File: config.mk
export PLATFORM = sky130hd
export DESIGN_NAME = blinking_traffic_light_sequencer_flat
export DESIGN_NICKNAME = d
export VERILOG_FILES = /design/src/hdl/btls_pkg.sv /design/src/hdl/btls_if.sv /design/src/hdl/btls_step.sv /design/src/hdl/blinking_traffic_light_sequencer.sv /design/src/flat_wrapper.sv
export SDC_FILE = /design/constraint.sdc
export NUM_CORES = 2
export LEC_CHECK = 0
export ABC_AREA = 1
export BUFFER_PORTS_ARGS = -buffer_cell sky130_fd_sc_hd__buf_2
export CORE_MARGIN = 2
export CORE_UTILIZATION = 55
export CTS_BUF_LIST = sky130_fd_sc_hd__clkbuf_8
export CTS_CLUSTER_SIZE = 28
export DETAILED_ROUTE_END_ITERATION = 10
export GPL_ROUTABILITY_DRIVEN = 0
export PLACE_DENSITY = 0.71
export SLEW_MARGIN = 10
export SYNTH_ARGS = -nofsm -noshare
export SYNTH_HDL_FRONTEND = slang
export SYNTH_HIERARCHICAL = 1
export SYNTH_SLANG_ARGS = --single-unit
export TNS_END_PERCENT = 1
File: constraint.sdc
create_clock -name clk -period 21 [get_ports clk]
set_input_delay 3.15 -clock clk [delete_from_list [all_inputs] [get_ports clk]]
set_output_delay 3.15 -clock clk [all_outputs]
set_load 0.05 [all_outputs]
File: src/hdl/btls_pkg.sv
package btls_pkg;

  // Field widths
  localparam int unsigned DUR_W      = 16;
  localparam int unsigned THR_W      = 13;
  localparam int unsigned DEB_W      = 8;
  localparam int unsigned SAMPLE_W   = 12;
  localparam int unsigned SECS_W     = 7;
  localparam int unsigned LAMP_W     = 3;
  localparam int unsigned CFG_IDX_W  = 3;
  localparam int unsigned CFG_DATA_W = 16;

  // Register reset values
  localparam logic [DUR_W-1:0] RED_TIME_RST    = 16'd2000;
  localparam logic [DUR_W-1:0] YELLOW_TIME_RST = 16'd3000;
  localparam logic [DUR_W-1:0] GREEN_TIME_RST  = 16'd5000;
  localparam logic [DUR_W-1:0] BLINK_RST       = 16'd200;
  localparam logic [THR_W-1:0] DARK_RST        = 13'd1800;
  localparam logic [DEB_W-1:0] DEBOUNCE_RST    = 8'd35;

  // Countdown timing
  localparam int unsigned REFRESH_MS  = 200;
  localparam int unsigned ROUND_UP_MS = 999;
  localparam int unsigned MS_PER_S    = 1000;

  // Divide by MS_PER_S as multiply by reciprocal; exact for numerators below 2^17
  localparam int unsigned NUM_W       = DUR_W + 1;
  localparam int unsigned RECIP_SHIFT = 37;
  localparam int unsigned RECIP_W     = 28;
  localparam logic [RECIP_W-1:0] RECIP_MUL =
    RECIP_W'(((64'd1 << RECIP_SHIFT) + 64'(MS_PER_S) - 64'd1) / 64'(MS_PER_S));

  // Lamp drive codes: bit 0 red, bit 1 yellow, bit 2 green
  localparam logic [LAMP_W-1:0] LAMP_OFF    = 3'b000;
  localparam logic [LAMP_W-1:0] LAMP_RED    = 3'b001;
  localparam logic [LAMP_W-1:0] LAMP_YELLOW = 3'b010;
  localparam logic [LAMP_W-1:0] LAMP_GREEN  = 3'b100;

  typedef enum logic [CFG_IDX_W-1:0] {
    REG_RED_TIME    = 3'd0,
    REG_YELLOW_TIME = 3'd1,
    REG_GREEN_TIME  = 3'd2,
    REG_BLINK       = 3'd3,
    REG_DARK        = 3'd4,
    REG_DEBOUNCE    = 3'd5
  } cfg_reg_t;

  typedef enum logic [1:0] {
    PH_RED    = 2'd0,
    PH_YELLOW = 2'd1,
    PH_GREEN  = 2'd2
  } phase_t;

  typedef struct packed {
    logic [DUR_W-1:0] red_time;
    logic [DUR_W-1:0] yellow_time;
    logic [DUR_W-1:0] green_time;
    logic [DUR_W-1:0] blink_period;
    logic [THR_W-1:0] dark_threshold;
    logic [DEB_W-1:0] debounce;
  } cfg_t;

  typedef struct packed {
    logic                button_level;
    logic [SAMPLE_W-1:0] light_sample;
  } tick_t;

  typedef struct packed {
    logic              red_on;
    logic              yellow_on;
    logic              green_on;
    logic              street_on;
    logic              display_on;
    logic              show_update;
    logic              show_blank;
    logic [SECS_W-1:0] seconds_left;
  } result_t;

endpackage

File: src/hdl/btls_if.sv
// Tick channel: one beat per millisecond tick
interface btls_tick_if
  import btls_pkg::*;
();
  logic                valid;
  logic                ready;
  logic                button_level;
  logic [SAMPLE_W-1:0] light_sample;

  modport source (output valid, button_level, light_sample, input ready);
  modport sink   (input valid, button_level, light_sample, output ready);
endinterface

// Result channel: one beat per tick
interface btls_result_if
  import btls_pkg::*;
();
  logic              valid;
  logic              ready;
  logic              red_on;
  logic              yellow_on;
  logic              green_on;
  logic              street_on;
  logic              display_on;
  logic              show_update;
  logic              show_blank;
  logic [SECS_W-1:0] seconds_left;

  modport source (output valid, red_on, yellow_on, green_on, street_on, display_on,
                  show_update, show_blank, seconds_left, input ready);
  modport sink   (input valid, red_on, yellow_on, green_on, street_on, display_on,
                  show_update, show_blank, seconds_left, output ready);
endinterface

// Register write channel
interface btls_cfg_if
  import btls_pkg::*;
();
  logic                  valid;
  logic                  ready;
  logic [CFG_IDX_W-1:0]  index;
  logic [CFG_DATA_W-1:0] data;

  modport source (output valid, index, data, input ready);
  modport sink   (input valid, index, data, output ready);
endinterface

File: src/hdl/btls_step.sv
module btls_step
  import btls_pkg::*;
#(
  parameter int TIME_BITS = 32
) (
  input  logic    clk,
  input  logic    rst,
  input  logic    en,
  input  tick_t   tick,
  input  cfg_t    cfg,
  output result_t res
);

  // Sequencer state
  logic [TIME_BITS-1:0] time_now;
  logic [TIME_BITS-1:0] phase_start;
  logic [TIME_BITS-1:0] last_blink_time;
  logic [TIME_BITS-1:0] last_refresh_time;
  logic [TIME_BITS-1:0] level_change_time;
  phase_t               phase;
  phase_t               phase_next;
  logic                 blink_level;
  logic                 shown_valid;
  logic [SECS_W-1:0]    shown_value;
  logic                 display_enable;
  logic                 raw_level_seen;
  logic                 stable_level;
  logic [LAMP_W-1:0]    lamp_levels;

  logic [TIME_BITS-1:0] t_next;
  logic [TIME_BITS-1:0] since_level;
  logic [TIME_BITS-1:0] since_blink;
  logic [TIME_BITS-1:0] since_refresh;
  logic [TIME_BITS-1:0] elapsed;
  logic                 raw_change;
  logic                 deb_ok;
  logic                 press;
  logic                 disp_new;
  logic                 street;
  logic                 blink_fire;
  logic [LAMP_W-1:0]    active_lamp;
  logic [LAMP_W-1:0]    lamps_new;
  logic                 refresh_due;
  logic [DUR_W-1:0]     dur;
  logic                 phase_done;
  logic [DUR_W-1:0]     remain;
  logic [NUM_W-1:0]     numer;
  logic [NUM_W+RECIP_W-1:0] prod;
  logic [SECS_W-1:0]    secs;
  logic                 shown_valid_p;
  logic                 upd;

  // Time differences, all modulo 2^TIME_BITS
  assign t_next        = time_now + 1'b1;
  assign since_level   = t_next - level_change_time;
  assign since_blink   = t_next - last_blink_time;
  assign since_refresh = t_next - last_refresh_time;
  assign elapsed       = t_next - phase_start;

  // Debounce: a level seen changing this tick has held for zero ms
  assign raw_change = tick.button_level != raw_level_seen;
  assign deb_ok     = !raw_change && (since_level > TIME_BITS'(cfg.debounce)) &&
                      (tick.button_level != stable_level);
  assign press      = deb_ok && !tick.button_level;
  assign disp_new   = display_enable ^ press;

  assign street = {1'b0, tick.light_sample} < cfg.dark_threshold;

  // Active lamp and phase length; unused code acts as red
  always_comb begin
    case (phase)
      PH_YELLOW: begin
        active_lamp = LAMP_YELLOW;
        dur         = cfg.yellow_time;
      end
      PH_GREEN: begin
        active_lamp = LAMP_GREEN;
        dur         = cfg.green_time;
      end
      default: begin
        active_lamp = LAMP_RED;
        dur         = cfg.red_time;
      end
    endcase
  end

  // Blink
  assign blink_fire = since_blink >= TIME_BITS'(cfg.blink_period);
  assign lamps_new  = blink_fire ? (!blink_level ? active_lamp : LAMP_OFF) : lamp_levels;

  // Countdown: ceil(remain / 1000) via reciprocal multiply
  assign phase_done  = elapsed >= TIME_BITS'(dur);
  assign remain      = phase_done ? '0 : dur - elapsed[DUR_W-1:0];
  assign numer       = {1'b0, remain} + NUM_W'(ROUND_UP_MS);
  assign prod        = (NUM_W+RECIP_W)'(numer) * (NUM_W+RECIP_W)'(RECIP_MUL);
  assign secs        = prod[RECIP_SHIFT +: SECS_W];
  assign refresh_due = disp_new && (since_refresh >= TIME_BITS'(REFRESH_MS));

  // A press drops the shown value before the refresh looks at it
  assign shown_valid_p = shown_valid && !press;
  assign upd           = refresh_due && (!shown_valid_p || (secs != shown_value));

  // Phase next state
  always_comb begin
    phase_next = phase;
    if (phase_done) begin
      case (phase)
        PH_RED:    phase_next = PH_YELLOW;
        PH_YELLOW: phase_next = PH_GREEN;
        default:   phase_next = PH_RED;
      endcase
    end
  end

  // Result for this tick
  always_comb begin
    res.red_on       = lamps_new[0];
    res.yellow_on    = lamps_new[1];
    res.green_on     = lamps_new[2];
    res.street_on    = street;
    res.display_on   = disp_new;
    res.show_update  = upd;
    res.show_blank   = !disp_new;
    res.seconds_left = upd ? secs : '0;
  end

  // State update, one tick per enable
  always_ff @(posedge clk) begin
    if (rst) begin
      time_now          <= '0;
      phase             <= PH_RED;
      phase_start       <= '0;
      last_blink_time   <= '0;
      blink_level       <= 1'b0;
      last_refresh_time <= '0;
      shown_valid       <= 1'b0;
      shown_value       <= '0;
      display_enable    <= 1'b1;
      raw_level_seen    <= 1'b1;
      stable_level      <= 1'b1;
      level_change_time <= '0;
      lamp_levels       <= LAMP_OFF;
    end else if (en) begin
      time_now       <= t_next;
      raw_level_seen <= tick.button_level;
      display_enable <= disp_new;
      lamp_levels    <= lamps_new;
      phase          <= phase_next;
      if (raw_change) begin
        level_change_time <= t_next;
      end
      if (deb_ok) begin
        stable_level <= tick.button_level;
      end
      if (refresh_due) begin
        last_refresh_time <= t_next;
      end
      if (upd) begin
        shown_value <= secs;
      end
      if (phase_done) begin
        phase_start     <= t_next;
        blink_level     <= 1'b0;
        last_blink_time <= '0;
        shown_valid     <= 1'b0;
      end else begin
        shown_valid <= upd | shown_valid_p;
        if (blink_fire) begin
          blink_level     <= !blink_level;
          last_blink_time <= t_next;
        end
      end
    end
  end

endmodule

File: src/hdl/blinking_traffic_light_sequencer.sv
// Path: a tick beat accepted into the tick input register goes through the step logic to the result register.
// Throughput: one tick per cycle while the result register is free or draining; the single pass
// from the tick register through the step logic (one 17x28 multiply) to the result register sets it.
// Reset (rst, synchronous, active high) loads register defaults, clears both
// stage valids and returns the sequencer to red with the display enabled.
module blinking_traffic_light_sequencer
  import btls_pkg::*;
#(
  parameter int TIME_BITS = 32
) (
  input logic           clk,
  input logic           rst,
  btls_tick_if.sink     tick,
  btls_result_if.source result,
  btls_cfg_if.sink      cfg
);

  cfg_t    cfg_regs;
  tick_t   tick_data;
  logic    tick_valid;
  result_t step_res;
  result_t out_data;
  logic    out_valid;
  logic    step_go;

  // Register writes, always ready
  assign cfg.ready = 1'b1;

  always_ff @(posedge clk) begin
    if (rst) begin
      cfg_regs.red_time       <= RED_TIME_RST;
      cfg_regs.yellow_time    <= YELLOW_TIME_RST;
      cfg_regs.green_time     <= GREEN_TIME_RST;
      cfg_regs.blink_period   <= BLINK_RST;
      cfg_regs.dark_threshold <= DARK_RST;
      cfg_regs.debounce       <= DEBOUNCE_RST;
    end else if (cfg.valid) begin
      case (cfg_reg_t'(cfg.index))
        REG_RED_TIME:    cfg_regs.red_time       <= cfg.data;
        REG_YELLOW_TIME: cfg_regs.yellow_time    <= cfg.data;
        REG_GREEN_TIME:  cfg_regs.green_time     <= cfg.data;
        REG_BLINK:       cfg_regs.blink_period   <= cfg.data;
        REG_DARK:        cfg_regs.dark_threshold <= cfg.data[THR_W-1:0];
        REG_DEBOUNCE:    cfg_regs.debounce       <= cfg.data[DEB_W-1:0];
        default: ;
      endcase
    end
  end

  // Step advances when the result register is free or draining
  assign step_go    = tick_valid && (!out_valid || result.ready);
  assign tick.ready = !tick_valid || step_go;

  // Tick input register
  always_ff @(posedge clk) begin
    if (rst) begin
      tick_valid <= 1'b0;
    end else if (tick.valid && tick.ready) begin
      tick_valid <= 1'b1;
    end else if (step_go) begin
      tick_valid <= 1'b0;
    end
  end

  always_ff @(posedge clk) begin
    if (tick.valid && tick.ready) begin
      tick_data.button_level <= tick.button_level;
      tick_data.light_sample <= tick.light_sample;
    end
  end

  btls_step #(
    .TIME_BITS(TIME_BITS)
  ) u_step (
    .clk  (clk),
    .rst  (rst),
    .en   (step_go),
    .tick (tick_data),
    .cfg  (cfg_regs),
    .res  (step_res)
  );

  // Result register
  always_ff @(posedge clk) begin
    if (rst) begin
      out_valid <= 1'b0;
    end else if (step_go) begin
      out_valid <= 1'b1;
    end else if (result.ready) begin
      out_valid <= 1'b0;
    end
  end

  always_ff @(posedge clk) begin
    if (step_go) begin
      out_data <= step_res;
    end
  end

  assign result.valid        = out_valid;
  assign result.red_on       = out_data.red_on;
  assign result.yellow_on    = out_data.yellow_on;
  assign result.green_on     = out_data.green_on;
  assign result.street_on    = out_data.street_on;
  assign result.display_on   = out_data.display_on;
  assign result.show_update  = out_data.show_update;
  assign result.show_blank   = out_data.show_blank;
  assign result.seconds_left = out_data.seconds_left;

`ifndef SYNTH
  // Blank beats go with the display off, updates with it on
  a_blank_matches_flag: assert property (@(posedge clk) disable iff (rst)
    out_valid |-> (out_data.show_blank == !out_data.display_on))
    else $error("show_blank disagrees with display_on");

  a_update_not_blank: assert property (@(posedge clk) disable iff (rst)
    out_valid |-> !(out_data.show_update && out_data.show_blank))
    else $error("update and blank in one beat");

  a_one_lamp: assert property (@(posedge clk) disable iff (rst)
    out_valid |-> $onehot0({out_data.red_on, out_data.yellow_on, out_data.green_on}))
    else $error("more than one traffic lamp on");

  a_secs_only_on_update: assert property (@(posedge clk) disable iff (rst)
    (out_valid && !out_data.show_update) |-> (out_data.seconds_left == '0))
    else $error("seconds_left nonzero without update");

  a_tick_held: assert property (@(posedge clk) disable iff (rst)
    (tick_valid && !step_go) |=> (tick_valid && $stable(tick_data)))
    else $error("stalled tick lost from input register");
`endif

endmodule
File: src/flat_wrapper.sv
// flat-port wrapper written by rule: the top's interface ports become plain ports
module blinking_traffic_light_sequencer_flat import btls_pkg::*;
#(
  parameter int TIME_BITS = 32
)
  (clk, rst, tick_valid, tick_button_level, tick_light_sample, tick_ready, result_valid, result_red_on, result_yellow_on, result_green_on, result_street_on, result_display_on, result_show_update, result_show_blank, result_seconds_left, result_ready, cfg_valid, cfg_index, cfg_data, cfg_ready);
  btls_tick_if tick_i ();
  btls_result_if result_i ();
  btls_cfg_if cfg_i ();
  input logic clk;
  input logic rst;
  input wire logic [$bits(tick_i.valid)-1:0] tick_valid;
  input wire logic [$bits(tick_i.button_level)-1:0] tick_button_level;
  input wire logic [$bits(tick_i.light_sample)-1:0] tick_light_sample;
  output wire logic [$bits(tick_i.ready)-1:0] tick_ready;
  output wire logic [$bits(result_i.valid)-1:0] result_valid;
  output wire logic [$bits(result_i.red_on)-1:0] result_red_on;
  output wire logic [$bits(result_i.yellow_on)-1:0] result_yellow_on;
  output wire logic [$bits(result_i.green_on)-1:0] result_green_on;
  output wire logic [$bits(result_i.street_on)-1:0] result_street_on;
  output wire logic [$bits(result_i.display_on)-1:0] result_display_on;
  output wire logic [$bits(result_i.show_update)-1:0] result_show_update;
  output wire logic [$bits(result_i.show_blank)-1:0] result_show_blank;
  output wire logic [$bits(result_i.seconds_left)-1:0] result_seconds_left;
  input wire logic [$bits(result_i.ready)-1:0] result_ready;
  input wire logic [$bits(cfg_i.valid)-1:0] cfg_valid;
  input wire logic [$bits(cfg_i.index)-1:0] cfg_index;
  input wire logic [$bits(cfg_i.data)-1:0] cfg_data;
  output wire logic [$bits(cfg_i.ready)-1:0] cfg_ready;
  assign tick_i.valid = tick_valid;
  assign tick_i.button_level = tick_button_level;
  assign tick_i.light_sample = tick_light_sample;
  assign tick_ready = tick_i.ready;
  assign result_valid = result_i.valid;
  assign result_red_on = result_i.red_on;
  assign result_yellow_on = result_i.yellow_on;
  assign result_green_on = result_i.green_on;
  assign result_street_on = result_i.street_on;
  assign result_display_on = result_i.display_on;
  assign result_show_update = result_i.show_update;
  assign result_show_blank = result_i.show_blank;
  assign result_seconds_left = result_i.seconds_left;
  assign result_i.ready = result_ready;
  assign cfg_i.valid = cfg_valid;
  assign cfg_i.index = cfg_index;
  assign cfg_i.data = cfg_data;
  assign cfg_ready = cfg_i.ready;
  blinking_traffic_light_sequencer #(.TIME_BITS(TIME_BITS)) u_core (.clk(clk), .rst(rst), .tick(tick_i), .result(result_i), .cfg(cfg_i));
endmodule
# Word level (Yosys, flattened, before mapping)
# Cells that the tools add are included.
op_classes:
  addsub: 7
  n_lt_le_gt_ge: 5
  reduce_logical: 36
  n_eq_ne: 10
  multipliers: 1
  bitwise: 2
  n_mux: 15
op_table:
  columns: ["cell", "n"]
  rows:
  - ["subtractor 32 bit", 4]
  - [">= comparator 32 x 16 -> 1 bit", 2]
  - ["two-way mux 32 bit", 2]
  - ["multiplier 17 x 27 -> 43 bit, second input constant", 1]
  - ["adder 32 x 1 -> 32 bit, second input constant", 1]
  - [">= comparator 32 x 8 -> 1 bit, second input constant", 1]
  - ["> comparator 32 x 8 -> 1 bit", 1]
  - ["one-hot mux 16 bit (2 select lines)", 1]
  - ["AND reduction 2 bit", 12]
  - ["adder 16 x 10 -> 17 bit, second input constant", 1]
  - ["two-way mux 16 bit", 1]
  - ["subtractor 16 bit", 1]
  - ["less-than comparator 12 x 13 -> 1 bit", 1]
  - ["logical AND 1 bit", 8]
  - ["logical NOT 1 bit", 8]
  - ["two-way mux 1 bit", 7]
  - ["inequality test 7 bit", 1]
  - ["equality test 3 x 2 -> 1 bit, second input constant", 2]
  - ["equality test 3 bit, second input constant", 2]
  - ["two-way mux 3 bit", 2]
  - ["one-hot mux 3 bit (2 select lines)", 1]
  - ["nonzero test 2 bit", 3]
  - ["one-hot mux 2 bit (2 select lines)", 1]
  - ["equality test 3 x 1 -> 1 bit, second input constant", 1]
  - ["other kinds (8)", 11]
word_totals:
  inputBits: 37
  register_bits: 291
  output_inout_bits: 17

# Longest topological paths before layout
logic_depth:
  depth_word: 13
  ltp_mapped: 78

# Hierarchy
# The synthesis kept the hierarchy.
modules_own_cells:
  columns: ["module", "seq_area_each_um2", "area_each_um2", "cells_per_inst", "instances"]
  rows:
  - ["btls_step", 3543.4, 24168.2, 3596, 1]
  - ["blinking_traffic_light_sequencer", 2552.4, 4214.0, 507, 1]

# Worst setup path after synthesis
# OpenSTA, ideal clock, no wires.
synth_timing:
  path_type: "reg2reg"
  startpoint: "register u_core.u_step.time_now[0]"
  endpoint: "register u_core.out_data (netlist bit u_core/result.show_update) (data pin)"
  n_path_buf: 2
  stages_incl_launch_ff: 67
  required_ns: 20.749
  setup_slack_ns: 9.000
  arrival_ns: 11.749
  period_less_slack_ns: 12.000
  path_cell_list: "dfxtp_1 ha_1 nand2_1 nor2_1 nand4_1 nor3_1 nand4_1 nor2_1 inv_1 nor3_2 nand3_1 nand3b_1 nor2_1 nand2_1 nor3_1 nand2_1 nor2_1 xor2_1 [... 31 more ...] ha_1 nand2_1 nor2_1 nand2_1 inv_1 a2111oi_0 o21ai_0 a21boi_0 nand3_1 nand2_1 nor2_1 nor2_1 nand3_1 nor2_2 nand3_4 nand2_2 inv_1 buf_4"
synth_via:
  elab_chain_len: 11
  word_cells_on_any_way: 22
  cone_classes: "add/sub (6); mul (1); order compare (3); eq/ne (1); mux (1); bitwise (1); reduce/logical (9)"
synth_lines:
  columns: ["element", "line_no", "source"]
  rows:
  - ["from (decl)", "btls_step.sv:15", "logic [TIME_BITS-1:0] time_now;"]
  - ["from (signal assigned)", "btls_step.sv:144", "time_now <= t_next;"]
  - ["adder 32 x 1 -> 32 bit *", "btls_step.sv:54", "assign t_next = time_now + 1'b1;"]
  - ["net u_core.u_step.t_next[30]", "btls_step.sv:30", "logic [TIME_BITS-1:0] t_next;"]
  - ["branches (longest 9 deep; another with multiplier 17 x 27 -> 43 bit)", null, null]
  - ["logical AND 1 bit *", "btls_step.sv:101", "assign upd = refresh_due && (!shown_valid_p || (secs != shown_value));"]
  - ["net u_core.u_step.upd", "btls_step.sv:51", "logic upd;"]
  - ["to (signal assigned)", "blinking_traffic_light_sequencer.sv:96", "out_data <= step_res;"]
  - ["to (decl)", "blinking_traffic_light_sequencer.sv:22", "result_t out_data;"]
# Mark *: on every way through the listed nets, which the timed path passes.
# A chain may end at the register's enable or synchronous reset.

# Worst setup path in the final report
layout_timing:
  startpoint: "register u_core.u_step.time_now[0]"
  endpoint: "register u_core.out_data (netlist bit u_core/result.seconds_left[4]) (data pin)"
layout_via:
  elab_chain_len: 11
  word_cells_on_any_way: 22
  cone_classes: "add/sub (6); mul (1); order compare (3); eq/ne (1); mux (1); bitwise (1); reduce/logical (9)"
layout_lines:
  columns: ["element", "line_no"]
  rows:
  - ["adder 32 x 1 -> 32 bit *", "btls_step.sv:54"]
  - ["net u_core.u_step.t_next[30]", "btls_step.sv:30"]
  - ["branches (longest 10 deep; another with multiplier 17 x 27 -> 43 bit)", null]
# Marked as above.

==> flow_summary_export.csv <==
group,metric,value,unit
final_layout,final-seq-area,6096,um^2
timing,finalSetupViolCount,0,
route,met3WireLength,6323,um
die,rows,83,
die,dieHeight,231.2,um
clock_tree,cts_tree,"done",
timing,max_slew_margin,0.3297,
clock_tree,cts_setup_buffers,0,
route,met1Wirelength,36960,um
route,viasPerCell,5.345,
timing,skew,26.18,ps
pwr,cell_internal_pwr,1.192,mW
worst_setup_path,reg2reg_slack,7510,ps
global_route,grt-ovfl-total,0,
yosys,async_flop_share,0,
worst_setup_path,crit-reg2reg-launch,"u_core/u_step/time_now[0]$_SDFFE_PP0P_",
route,drtIter0Drc,1865,
pwr,swShare,0.4020,
route,drt_first_pass_iters,6,
run_status,status,"finished, final reports clean",
route,top_layer_used,"met4",
clock_tree,path_clk_slew,60,ps
final_layout,drive_gt1_frac,0.05408,
final_layout,nNetsFinal,4662,
timing,hold_viol_final,0,
flow_run,maxCapViolations,0,
clock_tree,cts_inserted_buffers,51,
pwr,p_comb_frac,0.403,
worst_setup_path,slowest_stage,"o21ai_0",
worst_setup_path,ff2ff_path_depth,64,
yosys,ys_seq_elements,291,
yosys,syn_area_per_cell,6.917,um^2
route,routed-via-count,25980,
yosys,ys_seq_area_frac,0.2148,
timing,rsz0062_at_grt,"no",
clock_tree,cts_resized,0,
timing,tns,0,ps
clock_tree,hold_buffers,0,
route,drc_errors,0,
pwr,power_leakage,15.72,nW
pwr,p_sw,801.2,uW
timing,tightest_slew,1005,ps
global_route,gr-usage-all-layers,0.2982,
route,wl,79350,um
route,dr_wl_met2,34160,um
timing,setup_ws,7514,ps
yosys,syn-num-nets,4627,
final_layout,fill_cells,4931,
yosys,netlist_area,28380,um^2
die,initial_core_util,0.5544,
global_route,grt_pass1_wl,127400,um
pwr,pwr-share-clk,0.295,
placement,place_ws,7599,ps
route,routedWlPerCell,16.33,um
final_layout,final_cell_mix,"inv_1 (829), nand2_1 (816), a21oi_1 (373), ha_1 (360), nor2_1 (330)",
global_route,grt_pass1_vias,24340,
die,die_w,231.2,um
final_layout,final_area,30430,um^2
timing,min_period,13490,ps
worst_setup_path,max_stage_delay,740,ps
placement,portBuffers,52,
pwr,pwr-share-seq,0.302,
placement,place_hpwl,62460,um
worst_setup_path,startpoint,"u_core/u_step/time_now[0]$_SDFFE_PP0P_",
hold_path,hp-class,"register to register",
global_route,grt_max_degree,99,
worst_setup_path,worst_setup_path_end_kind,"register",
route,ant_nets,0,
worst_setup_path,critPathKind,"register to register",
final_layout,area_growth,7.225,%
clock_tree,clock_sinks,291,
die,core,51200,um^2
worst_setup_path,crit_end,"u_core/result.seconds_left[4]$_DFFE_PP_",
placement,placed_cell_area,29280,um^2
die,ios,54,
worst_setup_path,crit_top_cell,"nand2_1",
timing,maxSlewViolCount,0,
worst_setup_path,start_kind,"register",
yosys,yosys_warnings,6,
yosys,synth.distinct_cells,62,
worst_setup_path,worst_ep_required_time,21370,ps
die,die_area,53440,um^2
pwr,power_density,65.49,nW/um^2
final_layout,final_util,0.5944,
worst_setup_path,arrival,13860,ps
clock_tree,h-tree-depth,2,
clock_tree,clkLatencyLatePin,650,ps
pwr,peakVddDrop,0.00006498,V
yosys,synth_edf_count,27,
global_route,antenna_found_initial,1,
timing,fmax,74.15,MHz
final_layout,layout_commonest_cell,"inv_1",
clock_tree,cts_root_buf,"clkbuf_8",
final_layout,multi_input_area,18780,um^2
yosys,synthFlopType,"dfxtp_1",
worst_setup_path,path_max_fanout,12,
worst_setup_path,reg2reg_to,"u_core/result.seconds_left[4]$_DFFE_PP_",
yosys,netlist_instances,4103,
timing,period_share,0.6422,
clock_tree,clockBufferDepth,3,
[worst min-delay path by stage]
stage	start	endpoint	cells after the start
2_1_floorplan	u_core/cfg_regs[1]$_SDFFE_PP1P_	u_core/cfg_regs[1]$_SDFFE_PP1P_	2
3_3_place_gp	u_core/cfg_regs[27]$_SDFFE_PP1P_	u_core/cfg_regs[27]$_SDFFE_PP1P_	2
3_5_place_dp	u_core/cfg_regs[27]$_SDFFE_PP1P_	u_core/cfg_regs[27]$_SDFFE_PP1P_	2
4_1_cts	u_core/u_step/last_blink_time[16]$_SDFFE_PP0P_	u_core/u_step/last_blink_time[16]$_SDFFE_PP0P_	2
5_1_grt	u_core/cfg_regs[24]$_SDFFE_PP1P_	u_core/cfg_regs[24]$_SDFFE_PP1P_	2
6_report	u_core/cfg_regs[28]$_SDFFE_PP1P_	u_core/cfg_regs[28]$_SDFFE_PP1P_	2
[Yosys cell counts, types with 10 or more instances]
library cell  number  area share
or2_2             13      0.0029
clkbuf_1          54      0.0071
nand2_2           11      0.0024
nand4_1           66       0.015
xnor2_1           35       0.011
o21a_1            10      0.0026
a21o_1            14      0.0037
ha_1             360        0.16
xor2_1            97       0.030
nand3_1          213       0.038
nor3_1            37      0.0065
inv_1            817        0.11
nor2_1           333       0.044
buf_4             11      0.0029
a31oi_1           17      0.0037
o21ai_0          212       0.037
dfxtp_1          264        0.19
edfxtp_1          27       0.029
buf_2             21      0.0037
o211ai_1          14      0.0037
nand3b_1          11      0.0029
fa_1             127       0.090
nand2_1          816        0.11
a21oi_1          374       0.066
o21ai_1           26      0.0046
o21bai_1          13      0.0034
[power groups by stage]
stage                     sequential, mW  combinational [mW]  clock [mW]
final                              0.603               0.803       0.587
after global routing               0.605               0.912       0.623
after CTS                          0.603               0.791       0.598
after detailed placement           0.614               0.786           0
after global placement             0.614               0.781           0
after floorplan                    0.616               0.601           0
[critical path, delay by kind of cell, from the launching register on]
kind / cells / cell delay, ps
buffers and inverters: 9 / 1070
adder cells (fa/ha/maj): 9 / 3800
AO/OA/AOI/OAI: 5 / 1960
XOR/XNOR: 1 / 300
AND/OR/NAND/NOR: 40 / 5540
flip-flops: 1 / 520
[cell type report]
cell class	count	share of cell area
clock buffer	65	0.02940
multi-input combinational	2892	0.6171
sequential	291	0.2003
timing repair buffer	80	0.01546
tap	680	0.02796
inverter	822	0.1014
clock inverter	29	0.008264
antenna	1	0.00008223
[metrics by stage]
stage	power (mW)	hold WS, ps	instances
2_1_floorplan	1.217	428.9	4103
4_1_cts	1.992	461.0	4859
3_5_place_dp	1.400	443.1	4765
3_3_place_gp	1.395	440.4	4765
6_report	1.993	459.5	4860
5_1_grt	2.141	474.7	4860
[registers in the layout, summed over array words and instances (netlist names), 2 cells and up]
signal                           flops
u_core/u_step/last_blink_time       32
u_core/u_step/level_change_time     32
u_core/tick_data                    13
u_core/u_step/time_now              32
u_core/u_step/lamp_levels            3
u_core/cfg_regs                     85
u_core/u_step/shown_value            7
u_core/u_step/phase                  2
u_core/u_step/phase_start           32
u_core/result.seconds_left           7
u_core/u_step/last_refresh_time     32
[cell families (layout without fill, tap and decap cells)]
group,Yosys count,after routing,synth area share
flip-flops,291,291,0.2148
XOR/XNOR,133,133,0.04153
buffers and inverters,920,996,0.1244
AND/OR/NAND/NOR,1548,1548,0.2331
adder cells (fa/ha/maj),487,487,0.2483
other,1,2,0.0001321
AO/OA/AOI/OAI,723,723,0.1378
[per-layer routing]
layer | up-vias | track usage
li1 | 13230 | -
met1 | 11830 | 0.4129
met2 | 803 | 0.4659
met3 | 109 | 0.06705
met4 | 0 | 0.08286
met5 | - | 0
No activity file was read; power rests on OpenSTA's default activity.
